### config.mk
export PLATFORM = sky130hd
export DESIGN_NAME = sine_cosine_taylor_unit
export DESIGN_NICKNAME = d
export VERILOG_FILES = /design/src/hw/rtl/sct_pkg.sv /design/src/hw/rtl/sct_datapath.sv /design/src/hw/rtl/sct_ctrl.sv /design/src/hw/rtl/sine_cosine_taylor_unit.sv
export SDC_FILE = /design/constraint.sdc
export NUM_CORES = 2
export LEC_CHECK = 0
export BUFFER_PORTS_ARGS = -buffer_cell sky130_fd_sc_hd__buf_2
export CORE_MARGIN = 3
export CORE_UTILIZATION = 28
export DETAILED_ROUTE_END_ITERATION = 16
export GPL_ROUTABILITY_DRIVEN = 0
export GPL_TIMING_DRIVEN = 0
export PLACE_DENSITY = 0.38
export REMOVE_ABC_BUFFERS = 1
export SLEW_MARGIN = 20
export SYNTH_ARGS = -nofsm -noshare
export SYNTH_HDL_FRONTEND = slang
export SYNTH_SLANG_ARGS = --single-unit
export TNS_END_PERCENT = 50
### constraint.sdc
create_clock -name aclk -period 25.9 [get_ports aclk]
set_clock_uncertainty 0.05 [all_clocks]
set_input_delay 6.475 -clock aclk [delete_from_list [all_inputs] [get_ports aclk]]
set_output_delay 6.475 -clock aclk [all_outputs]
set_load 0.005 [all_outputs]
### src/hw/rtl/sct_pkg.sv
// sct_pkg: shared types, fixed-point constants and the reciprocal table
// for the sine/cosine taylor unit. no dependencies.
package sct_pkg;

    localparam int TERMS_DEFAULT = 10;

    localparam int ANGLE_W     = 32;
    localparam int VALUE_W     = 32;
    localparam int IN_SHIFT    = 16;   // q7.24 -> q8.40
    localparam int FRAC        = 40;
    localparam int MAG_W       = 48;
    localparam int XW          = 50;   // signed working width
    localparam int DIG_W       = 24;   // multiplier digit
    localparam int ACC_W       = 97;   // product accumulator
    localparam int OUT_SHIFT   = 10;   // q8.40 -> q2.30
    localparam int Q_W         = MAG_W + 1 - OUT_SHIFT;
    localparam int STEP_W      = 3;
    localparam int RECIP_IDX_W = 4;
    localparam int WRAP_SHIFT  = 5;
    localparam int REDUCE_TOP  = 5;
    localparam int PP_LAST     = 3;

    localparam logic [XW-1:0]    TWO_PI_Q  = 50'h6487ED5110B;
    localparam logic [XW-1:0]    HALF_PI_Q = 50'h1921FB54443;
    localparam logic [XW-1:0]    WRAP_Q    = TWO_PI_Q << WRAP_SHIFT;
    localparam logic [MAG_W-1:0] MAG_MAX   = {MAG_W{1'b1}};
    localparam logic [Q_W-1:0]   ONE_OUT   = Q_W'(1) << (FRAC - OUT_SHIFT + 0 - 10 + 10 - 0);
    localparam logic [ACC_W-1:0] MUL_ROUND = ACC_W'(1) << (FRAC - 1);

    typedef enum logic [2:0] {
        S_IDLE,
        S_WRAP,
        S_REDUCE,
        S_MSETUP,
        S_MSTEP,
        S_MWB,
        S_ACCUM,
        S_FINISH
    } state_t;

    typedef enum logic [1:0] {
        MUL_SQ,
        MUL_XSQ,
        MUL_RECIP
    } mul_sel_t;

    typedef struct packed {
        logic                   load;
        logic                   wrap;
        logic                   reduce;
        logic                   mul_setup;
        logic                   mul_step;
        logic                   mul_wb;
        logic                   accum;
        logic                   finish;
        mul_sel_t               sel;
        logic [STEP_W-1:0]      step;
        logic [RECIP_IDX_W-1:0] term_idx;
    } dp_cmd_t;

    typedef struct packed {
        logic x_neg;
    } dp_status_t;

    // round(2^40 / (n*(n-1))) for n = 2*idx + 3, halves up
    function automatic logic [MAG_W-1:0] recip_q40(input logic [RECIP_IDX_W-1:0] idx);
        logic [MAG_W-1:0] r;
        case (idx)
            4'd0:    r = 48'd183251937963;
            4'd1:    r = 48'd54975581389;
            4'd2:    r = 48'd26178848280;
            4'd3:    r = 48'd15270994830;
            4'd4:    r = 48'd9995560253;
            4'd5:    r = 48'd7048151460;
            4'd6:    r = 48'd5235769656;
            4'd7:    r = 48'd4042322161;
            4'd8:    r = 48'd3214946280;
            4'd9:    r = 48'd2617884828;
            4'd10:   r = 48'd2172947881;
            4'd11:   r = 48'd1832519380;
            4'd12:   r = 48'd1566255880;
            4'd13:   r = 48'd1354078359;
            4'd14:   r = 48'd1182270568;
            default: r = '0;
        endcase
        return r;
    endfunction

endpackage

### src/hw/rtl/sct_datapath.sv
// sct_datapath: angle reduction, shared 24x24 multiplier with product
// accumulator, series sum and output rounding. depends on sct_pkg.
module sct_datapath (
    input  logic                  aclk,
    input  sct_pkg::dp_cmd_t      cmd,
    output sct_pkg::dp_status_t   status,
    input  logic                  in_kind,
    input  logic [31:0]           in_angle,
    output logic [31:0]           value
);
    import sct_pkg::*;

    localparam logic signed [XW-1:0] MAG_MAX_S = signed'(XW'(MAG_MAX));

    logic [XW-1:0]           x_reg, x_next;
    logic [MAG_W-1:0]        xsq_reg, xsq_next;
    logic [MAG_W-1:0]        term_mag_reg, term_mag_next;
    logic                    term_neg_reg, term_neg_next;
    logic signed [XW-1:0]    sum_reg, sum_next;
    logic [MAG_W-1:0]        mul_a_reg, mul_a_next;
    logic [MAG_W-1:0]        mul_b_reg, mul_b_next;
    logic [ACC_W-1:0]        acc_reg, acc_next;
    logic [VALUE_W-1:0]      value_reg, value_next;

    logic signed [XW-1:0]    ang_ext;
    logic [XW-1:0]           x_in;
    logic [XW-1:0]           red_div;
    logic [DIG_W-1:0]        dig_a, dig_b;
    logic [2*DIG_W-1:0]      pp;
    logic [1:0]              pp_pos;
    logic [MAG_W-1:0]        mul_res;
    logic signed [XW-1:0]    term_s, sum_s;
    logic [MAG_W-1:0]        sum_abs;
    logic [MAG_W:0]          q_full;
    logic [Q_W-1:0]          q, q_sat;

    assign ang_ext = XW'(signed'(in_angle)) <<< IN_SHIFT;
    assign x_in    = in_kind ? (HALF_PI_Q - XW'(ang_ext)) : XW'(ang_ext);
    assign red_div = TWO_PI_Q << cmd.step;

    assign dig_a   = cmd.step[0] ? mul_a_reg[2*DIG_W-1:DIG_W] : mul_a_reg[DIG_W-1:0];
    assign dig_b   = cmd.step[1] ? mul_b_reg[2*DIG_W-1:DIG_W] : mul_b_reg[DIG_W-1:0];
    assign pp      = dig_a * dig_b;
    assign pp_pos  = {1'b0, cmd.step[0]} + {1'b0, cmd.step[1]};
    assign mul_res = (|acc_reg[ACC_W-1:FRAC+MAG_W]) ? MAG_MAX : acc_reg[FRAC+MAG_W-1:FRAC];

    assign term_s  = term_neg_reg ? -signed'(XW'(term_mag_reg)) : signed'(XW'(term_mag_reg));
    assign sum_s   = sum_reg + term_s;

    assign sum_abs = sum_reg[XW-1] ? MAG_W'(-sum_reg) : MAG_W'(sum_reg);
    assign q_full  = {1'b0, sum_abs} + (MAG_W+1)'(1 << (OUT_SHIFT - 1));
    assign q       = q_full[MAG_W:OUT_SHIFT];
    assign q_sat   = (q > ONE_OUT) ? ONE_OUT : q;

    always_comb begin
        x_next        = x_reg;
        xsq_next      = xsq_reg;
        term_mag_next = term_mag_reg;
        term_neg_next = term_neg_reg;
        sum_next      = sum_reg;
        mul_a_next    = mul_a_reg;
        mul_b_next    = mul_b_reg;
        acc_next      = acc_reg;
        value_next    = value_reg;
        if (cmd.load) begin
            x_next = x_in;
        end
        if (cmd.wrap) begin
            x_next = x_reg + WRAP_Q;
        end
        if (cmd.reduce && (x_reg >= red_div)) begin
            x_next = x_reg - red_div;
        end
        if (cmd.mul_setup) begin
            acc_next = MUL_ROUND;
            case (cmd.sel)
                MUL_SQ: begin
                    mul_a_next = x_reg[MAG_W-1:0];
                    mul_b_next = x_reg[MAG_W-1:0];
                end
                MUL_XSQ: begin
                    mul_a_next = term_mag_reg;
                    mul_b_next = xsq_reg;
                end
                MUL_RECIP: begin
                    mul_a_next = term_mag_reg;
                    mul_b_next = recip_q40(cmd.term_idx);
                end
                default: begin
                    mul_a_next = '0;
                    mul_b_next = '0;
                end
            endcase
        end
        if (cmd.mul_step) begin
            acc_next = acc_reg + (ACC_W'(pp) << (DIG_W * pp_pos));
        end
        if (cmd.mul_wb) begin
            case (cmd.sel)
                MUL_SQ: begin
                    xsq_next      = mul_res;
                    term_mag_next = x_reg[MAG_W-1:0];
                    term_neg_next = 1'b0;
                    sum_next      = '0;
                end
                MUL_XSQ: begin
                    term_mag_next = mul_res;
                end
                MUL_RECIP: begin
                    term_mag_next = mul_res;
                    term_neg_next = ~term_neg_reg;
                end
                default: begin
                    term_mag_next = term_mag_reg;
                end
            endcase
        end
        if (cmd.accum) begin
            if (sum_s > MAG_MAX_S) begin
                sum_next = MAG_MAX_S;
            end else if (sum_s < -MAG_MAX_S) begin
                sum_next = -MAG_MAX_S;
            end else begin
                sum_next = sum_s;
            end
        end
        if (cmd.finish) begin
            value_next = sum_reg[XW-1] ? -VALUE_W'(q_sat) : VALUE_W'(q_sat);
        end
    end

    always_ff @(posedge aclk) begin
        x_reg        <= x_next;
        xsq_reg      <= xsq_next;
        term_mag_reg <= term_mag_next;
        term_neg_reg <= term_neg_next;
        sum_reg      <= sum_next;
        mul_a_reg    <= mul_a_next;
        mul_b_reg    <= mul_b_next;
        acc_reg      <= acc_next;
        value_reg    <= value_next;
    end

    assign status.x_neg = x_reg[XW-1];
    assign value        = value_reg;

`ifndef NO_ASSERTIONS
    // reduction must leave the angle in [0, 2pi) before squaring
    a_reduced: assert property (@(posedge aclk)
        (cmd.mul_wb && cmd.sel == MUL_SQ) |-> (!x_reg[XW-1] && x_reg < TWO_PI_Q))
        else $error("angle not reduced before series");
    a_sum_range: assert property (@(posedge aclk)
        cmd.finish |-> (sum_reg <= MAG_MAX_S && sum_reg >= -MAG_MAX_S))
        else $error("series sum outside q8.40 range");
`endif

endmodule

### src/hw/rtl/sct_ctrl.sv
// sct_ctrl: sequencer for the sine/cosine unit; steps reduction, the
// shared multiplier and the series loop. depends on sct_pkg.
module sct_ctrl #(
    parameter int TERMS = sct_pkg::TERMS_DEFAULT
) (
    input  logic                  aclk,
    input  logic                  aresetn,
    input  logic                  s_tvalid,
    output logic                  s_tready,
    output logic                  m_tvalid,
    input  logic                  m_tready,
    output sct_pkg::dp_cmd_t      cmd,
    input  sct_pkg::dp_status_t   status
);
    import sct_pkg::*;

    localparam int IW = $clog2(TERMS);

    state_t              state_reg, state_next;
    logic [STEP_W-1:0]   cnt_reg, cnt_next;
    logic [IW-1:0]       idx_reg, idx_next;
    mul_sel_t            phase_reg, phase_next;
    logic                out_valid_reg, out_valid_next;
    logic                out_free;

    assign out_free = !out_valid_reg || m_tready;

    always_comb begin
        state_next     = state_reg;
        cnt_next       = cnt_reg;
        idx_next       = idx_reg;
        phase_next     = phase_reg;
        out_valid_next = out_valid_reg;
        if (m_tready) begin
            out_valid_next = 1'b0;
        end
        case (state_reg)
            S_IDLE: begin
                if (s_tvalid) begin
                    state_next = S_WRAP;
                end
            end
            S_WRAP: begin
                state_next = S_REDUCE;
                cnt_next   = STEP_W'(REDUCE_TOP);
            end
            S_REDUCE: begin
                if (cnt_reg == '0) begin
                    state_next = S_MSETUP;
                    phase_next = MUL_SQ;
                end else begin
                    cnt_next = cnt_reg - 1'b1;
                end
            end
            S_MSETUP: begin
                state_next = S_MSTEP;
                cnt_next   = '0;
            end
            S_MSTEP: begin
                if (cnt_reg == STEP_W'(PP_LAST)) begin
                    state_next = S_MWB;
                end else begin
                    cnt_next = cnt_reg + 1'b1;
                end
            end
            S_MWB: begin
                case (phase_reg)
                    MUL_SQ: begin
                        state_next = S_ACCUM;
                        idx_next   = '0;
                    end
                    MUL_XSQ: begin
                        state_next = S_MSETUP;
                        phase_next = MUL_RECIP;
                    end
                    MUL_RECIP: begin
                        state_next = S_ACCUM;
                        idx_next   = idx_reg + 1'b1;
                    end
                    default: begin
                        state_next = S_IDLE;
                    end
                endcase
            end
            S_ACCUM: begin
                if (idx_reg == IW'(TERMS - 1)) begin
                    state_next = S_FINISH;
                end else begin
                    state_next = S_MSETUP;
                    phase_next = MUL_XSQ;
                end
            end
            S_FINISH: begin
                if (out_free) begin
                    state_next     = S_IDLE;
                    out_valid_next = 1'b1;
                end
            end
            default: begin
                state_next = S_IDLE;
            end
        endcase
    end

    always_comb begin
        cmd          = '0;
        cmd.sel      = phase_reg;
        cmd.step     = cnt_reg;
        cmd.term_idx = RECIP_IDX_W'(idx_reg);
        s_tready     = 1'b0;
        case (state_reg)
            S_IDLE: begin
                s_tready = 1'b1;
                cmd.load = s_tvalid;
            end
            S_WRAP: begin
                cmd.wrap = status.x_neg;
            end
            S_REDUCE: begin
                cmd.reduce = 1'b1;
            end
            S_MSETUP: begin
                cmd.mul_setup = 1'b1;
            end
            S_MSTEP: begin
                cmd.mul_step = 1'b1;
            end
            S_MWB: begin
                cmd.mul_wb = 1'b1;
            end
            S_ACCUM: begin
                cmd.accum = 1'b1;
            end
            S_FINISH: begin
                cmd.finish = out_free;
            end
            default: begin
                s_tready = 1'b0;
            end
        endcase
    end

    always_ff @(posedge aclk) begin
        if (!aresetn) begin
            state_reg     <= S_IDLE;
            cnt_reg       <= '0;
            idx_reg       <= '0;
            phase_reg     <= MUL_SQ;
            out_valid_reg <= 1'b0;
        end else begin
            state_reg     <= state_next;
            cnt_reg       <= cnt_next;
            idx_reg       <= idx_next;
            phase_reg     <= phase_next;
            out_valid_reg <= out_valid_next;
        end
    end

    assign m_tvalid = out_valid_reg;

`ifndef NO_ASSERTIONS
    a_pp_range: assert property (@(posedge aclk) disable iff (!aresetn)
        (state_reg == S_MSTEP) |-> (cnt_reg <= STEP_W'(PP_LAST)))
        else $error("partial product index out of range");
    a_term_range: assert property (@(posedge aclk) disable iff (!aresetn)
        (state_reg == S_ACCUM) |-> (idx_reg <= IW'(TERMS - 1)))
        else $error("term index past series length");
    a_result_shown: assert property (@(posedge aclk) disable iff (!aresetn)
        cmd.finish |=> m_tvalid)
        else $error("finished result not presented");
`endif

endmodule

### src/hw/rtl/sine_cosine_taylor_unit.sv
// sine_cosine_taylor_unit: sine or cosine of a q7.24 angle by taylor series, q2.30 result.
// operation: one angle at a time, accepted only while idle; the series runs on the shared 24x24 multiplier,
// four partial products per 48-bit product, two products per series term.
// reset: aresetn synchronous active low, clears the sequencer and output valid only.
// depends on sct_pkg, sct_ctrl, sct_datapath.
module sine_cosine_taylor_unit #(
    parameter int TERMS = sct_pkg::TERMS_DEFAULT
) (
    input  logic        aclk,
    input  logic        aresetn,
    input  logic        s_tvalid,
    output logic        s_tready,
    input  logic [31:0] s_tdata,   // [31:0] angle
    input  logic [0:0]  s_tuser,   // [0] kind
    output logic        m_tvalid,
    input  logic        m_tready,
    output logic [31:0] m_tdata    // [31:0] value
);
    import sct_pkg::*;

    dp_cmd_t    cmd;
    dp_status_t status;

    sct_ctrl #(
        .TERMS (TERMS)
    ) u_ctrl (
        .aclk     (aclk),
        .aresetn  (aresetn),
        .s_tvalid (s_tvalid),
        .s_tready (s_tready),
        .m_tvalid (m_tvalid),
        .m_tready (m_tready),
        .cmd      (cmd),
        .status   (status)
    );

    sct_datapath u_datapath (
        .aclk     (aclk),
        .cmd      (cmd),
        .status   (status),
        .in_kind  (s_tuser[0]),
        .in_angle (s_tdata),
        .value    (m_tdata)
    );

endmodule
-- After elaboration in Yosys (flattened, before gate mapping)
Memories as Yosys holds them, arrays and structs flattened. A register that Yosys moved wholly into a read port is not among the register bits.
Index checks and enable logic that the tools add are counted.
- bits in registers: 435
- ROM bits: 592
- input bits: 37
- output and inout bits: 34
- logic and storage cells: 132
- memories: 1
- memory list (memory ; words ; width ; rd ports ; clocked after memory_dff ; write ports ; line ; text):
    (no name shown) ; 16 ; 37 ; 1 ; 1 ; 0 ; sct_pkg.sv:68 ; case (idx)
- add/subtract/negate cells: 13
- multiply operators: 2
- magnitude comparators: 4
- equality and inequality tests: 19
- shift operators: 2
- multiplexer cells: 51
- bitwise operators: 1
- reduce and logical (&&, ||, !) cells: 25
- operators by type and width (kind ; number):
    $mux W50 ; 10
    $mux W97 ; 2
    $pmux W48 S2 ; 2
    $pmux W48 S3 ; 1
    $add A97 B97 Y97 ; 1
    $shl A48 B7 Y97 ; 1
    $mux W48 ; 2
    $mux W32 ; 2
    $add A50 B48 Y50 const B ; 1
    $add A50 B50 Y50 ; 1
    $ge A50 B50 Y1 ; 1
    $gt A50 B49 Y1 const B ; 1
    $lt A50 B49 Y1 const B ; 1
    $neg A48 Y50 ; 1
    $shl A43 B3 Y50 const A ; 1
    $sub A50 B50 Y50 ; 1
    $add A48 B10 Y49 const B ; 1
    $sub A42 B48 Y49 const A ; 1
    $mul A24 B24 Y48 ; 1
    $mux W24 ; 2
    $neg A48 Y48 ; 1
    $gt A39 B31 Y1 const B ; 1
    $neg A32 Y32 ; 1
    $pmux W3 S8 ; 1
    other kinds (36) ; 79

-- Longest topological paths before layout
- depth after elaboration: 7
- mapped depth: 49
- gate-level depth less buffers: 44

-- Modules after synthesis
From an unflattened synthesis, not the netlist that was laid out.
- cell total of the unflattened synthesis: 6620
- area total of the unflattened synthesis: 57123.5 um^2
- modules (own cells, without submodules) (module ; instances ; cells each ; area an instance (um^2) ; sequential area each (um^2)):
    sct_datapath ; 1 ; 6506 ; 56218.9 ; 12672.2
    sct_ctrl ; 1 ; 114 ; 904.6 ; 260.2

-- Least setup slack after synthesis
OpenSTA, ideal clock, no wires.
- kind: register -> register
- from: register u_ctrl.cnt_reg[0]
- to: register u_datapath.acc_reg[91], data pin
- setup time: 0.260 ns
- arrival time: 11.482 ns
- required time: 25.590 ns
- setup slack: 14.109 ns
- stages on the path, launching flop included: 47
- buffers on the path: 4
- period minus slack after synthesis: 11.791 ns
- path through: dfxtp_1 > clkbuf_1 > clkbuf_1 > mux2i_1 > clkbuf_1 > nor2_1 > fa_1 > fa_1 > inv_1 > fa_1 > inv_1 > fa_1 > inv_1 > fa_1 > inv_1 > fa_1 > inv_1 > fa_1 > [... 11 more ...] > a21boi_0 > o22ai_1 > o21a_1 > ha_1 > clkbuf_1 > nand2_1 > nor3_1 > a221oi_1 > o21bai_1 > a221oi_1 > o21a_1 > o41ai_1 > a31oi_1 > o21ai_0 > o21ai_0 > o31ai_1 > a31oi_1 > mux2_2
- longest elaborated chain between the ends: 5
- elaborated cells on any way between the ends: 7
- classes of those cells: add/sub (2); mul (2); shift (1); mux (2)
- RTL lines (what ; line ; text):
    start, declared ; sct_ctrl.sv:20 ; logic [STEP_W-1:0] cnt_reg, cnt_next;
    start signal, assigned ; sct_ctrl.sv:152 ; cnt_reg <= cnt_next;
    $mux W24 / $add A1 B1 Y2 (equally long branches) ; sct_datapath.sv:41, sct_datapath.sv:44 ;
    $mul A24 B24 Y48 / $mul A2 B2 Y4 (equally long branches) ; sct_datapath.sv:43, sct_datapath.sv:96 ;
    $shl A48 B7 Y97 * ; sct_datapath.sv:96 ; acc_next = acc_reg + (ACC_W'(pp) << (DIG_W * pp_pos));
    $add A97 B97 Y97 * ; sct_datapath.sv:96 ;
    $mux W97 * ; sct_datapath.sv:95 ; if (cmd.mul_step) begin
    end signal, assigned ; sct_datapath.sv:140 ; acc_reg <= acc_next;
    end, declared ; sct_datapath.sv:22 ; logic [ACC_W-1:0] acc_reg, acc_next;
Every way passes the cells marked *; elsewhere a longest branch is shown, timed or not.
A chain may end at the register's enable or synchronous reset.

-- Worst setup path after layout
- from: register u_ctrl.cnt_reg[1]
- to: register u_datapath.acc_reg[90], data pin
- longest elaborated chain between the ends: 5
- elaborated cells on any way between the ends: 7
- classes of those cells: add/sub (2); mul (2); shift (1); mux (2)
- RTL lines (what ; line):
    $mux W24 / $add A1 B1 Y2 (equally long branches) ; sct_datapath.sv:42, sct_datapath.sv:44
    $mul A24 B24 Y48 / $mul A2 B2 Y4 (equally long branches) ; sct_datapath.sv:43, sct_datapath.sv:96
    $shl A48 B7 Y97 * ; sct_datapath.sv:96
    $add A97 B97 Y97 * ; sct_datapath.sv:96
    $mux W97 * ; sct_datapath.sv:95
Marks and branches as above.

==> flow_summary.json <==
{
  "grt_pass1_wl_mm": 331,
  "timing.reg2reg.setup_slack_ps": 10450,
  "drive_above_1_share_pct": 8.11,
  "cts_tree": "done",
  "dr.first_iter.drc_count": 3974,
  "global_route.usage.total_pct": 20.9,
  "maxCapViolCount": 0,
  "die_boundary_height_um": 458,
  "status": "complete, no violations",
  "placed_cells": 9107,
  "area_delta_synth_final_pct": 11.8,
  "worst_path_largest_cell_delay_ps": 1020,
  "drv_slew": 0,
  "most_frequent_cell_on_critical_path": "fa_1",
  "resized_after_cts": 0,
  "number_of_antenna_violations_at_the_first_check_in_global_routing": 11,
  "worst_path_max_delay_cell": "a2111oi_1",
  "clk_transition_reported_paths_ps": 80,
  "worstSetupStartpointType": "flip-flop",
  "postLayoutCoreUtil_pct": 31.6,
  "drc_errors": 0,
  "synth.ff_latch_count": 472,
  "postCtsHoldBufs": 0,
  "synth.cell_area_mm2": 0.0573,
  "critical_path_peak_fanout": 32,
  "root_buffer": "clkbuf_16",
  "final.min_clock_period_ps": 15450,
  "postRouteAntennaNets": 0,
  "synth_warnings": 0,
  "detail_route.wl_per_cell_um": 24.2,
  "clock_tree.htree_level_count": 2,
  "overflow": 0,
  "largest_reg_flops": 97,
  "timing.setup.tns_ps": 0,
  "max-slew-margin-rel_pct": 19.1,
  "initial_core_util_pct": 28.2,
  "syn_area_per_cell_um2": 8.65,
  "nNetsFinal": 7417,
  "ys_seq_area_share_pct": 23.9,
  "buffer_ports.inserted": 70,
  "netlist-cell-type-count": 101,
  "finalHoldViolations": 0,
  "rsz0062_at_grt": "no",
  "timing.final.setup_violations": 0,
  "synth.top_cells.by_area": "edfxtp_1, fa_1, ha_1, nor2_1, nand2_1",
  "layoutNonFillerInstCount": 9225,
  "die_outline_width_um": 458,
  "vias": 48039,
  "detail_route.first_pass.iterations": 6,
  "cp-end-kind": "flip-flop",
  "row_count": 165,
  "routed_wl_mm": 223,
  "synthDominantCellAreaShare_pct": 22.1,
  "design.core.area_mm2": 0.203,
  "worstRegToRegCells": 40,
  "nFillCells": 21395,
  "post_synth_inst_count": 6628,
  "grt_pass1_vias": 48065,
  "clk_lat_worst_skew_ps": 700,
  "place.detailed.hpwl_mm": 179,
  "hold-path-cell-count": 2,
  "critPathRequiredTime_ps": 26300,
  "final.period_utilization_pct": 59.7,
  "criticalPathCategory": "reg -> reg",
  "ios": 71,
  "synth_edf_count": 422,
  "clockBufferDepth": 3,
  "tritoncts.num_buffers": 60,
  "worstHoldPathType": "reg -> reg",
  "cp_data_arrival_time_ps": 15850,
  "fp.dieArea_mm2": 0.210,
  "synth_largest_area_cell": "edfxtp_1",
  "synth_flop_cell": "edfxtp_1",
  "tightestPinTransition_ps": 1210,
  "post_cts_setup_repair_bufs": 0,
  "maximum_number_of_pins_on_one_net_before_global_route_repair": 72,
  "maxClockFrequency_ghz": 0.0647,
  "tritoncts_num_sinks": 472,
  "synth-async-reset-ratio_pct": 0,
  "vias_per_cell": 5.21
}
## final cells by class
cell class	count	area, um^2	area share [%]
Multi-Input combinational cell	5117	40400	63.0
Timing Repair Buffer	145	1900	2.96
Antenna cell	4	10.0	0.0156
Tap cell	2672	3340	5.22
Clock inverter	38	477	0.744
Clock buffer	76	1640	2.57
Inverter	701	2640	4.12
Sequential cell	472	13700	21.4
## worst paths after layout
check                   startpoint                 endpoint
max              u_ctrl.cnt_reg[1]   u_datapath.acc_reg[90]
min          u_datapath.xsq_reg[8]  u_datapath.mul_b_reg[8]
max reg2reg      u_ctrl.cnt_reg[1]   u_datapath.acc_reg[90]
min reg2reg  u_datapath.xsq_reg[8]  u_datapath.mul_b_reg[8]
## kinds of logic after synthesis
family                     Yosys count  synth area share, %
and+or+nand+nor                   2199                 17.4
AOI/OAI and AO/OA                 1451                 16.6
buffers and inverters             1039                 6.87
adders and majority gates          883                 25.6
DFF                                472                 23.9
xor gates and xnor gates           398                 6.08
muxes                              186                 3.47
## layout by cell type, fill, tap and decap left out, types with 46 or more instances in the layout
| cell | instances |
|---|---|
| buf_2 | 72 |
| nand4_1 | 60 |
| o21bai_1 | 51 |
| o21ai_0 | 318 |
| dfxtp_1 | 48 |
| a21o_1 | 133 |
| xnor2_1 | 254 |
| nand2_1 | 697 |
| nand3_1 | 110 |
| fa_1 | 486 |
| xor2_1 | 143 |
| inv_1 | 693 |
| a211oi_1 | 46 |
| nor3_1 | 90 |
| o21a_1 | 53 |
| ha_1 | 390 |
| a31oi_1 | 47 |
| o31ai_1 | 54 |
| clkbuf_16 | 62 |
| and2_1 | 47 |
| mux2_2 | 103 |
| a21oi_1 | 370 |
| nor2_1 | 787 |
| edfxtp_1 | 422 |
| or2_2 | 76 |
| nand2b_1 | 57 |
| nor2b_1 | 50 |
## routing by layer
metal / GRT usage, % / up-vias / wire length, um
met2: 34.6 / 1071 / 104000
met1: 29.6 / 24157 / 105000
met4: 4.23 / 0 / 4600
met3: 2.22 / 165 / 9570
met5: 0 / - / 0
li1: - / 22646 / -
## per-stage QoR
step	area [um^2]	worst slack (ps)	hold slack (ps)
final	64100	10450	505
after global routing	64100	9810	544
after detailed placement	61900	10490	500
after floorplan	56000	13330	437
after CTS	64100	10440	509
after global placement	59700	6290	458
## synthesized netlist by cell type (111+ instances only)
| library cell | count |
|---|---|
| inv_1 | 697 |
| a21oi_1 | 370 |
| nor2_1 | 790 |
| xor2_1 | 143 |
| o21ai_0 | 318 |
| a21o_1 | 134 |
| nand3_1 | 111 |
| xnor2_1 | 255 |
| edfxtp_1 | 422 |
| fa_1 | 486 |
| clkbuf_1 | 294 |
| nand2_1 | 699 |
| ha_1 | 397 |
## worst max-delay path: cells and delay by family (launching register included)
kind | cells | cell delay [ps]
buf+inv | 5 | 550
flops | 1 | 710
mux | 3 | 1090
simple gates | 9 | 2240
compound gates | 14 | 6000
fa+ha+maj | 9 | 4450
Power is not shown: default switching activity piles up to over one toggle a cycle in this logic, so the estimate is an artifact.
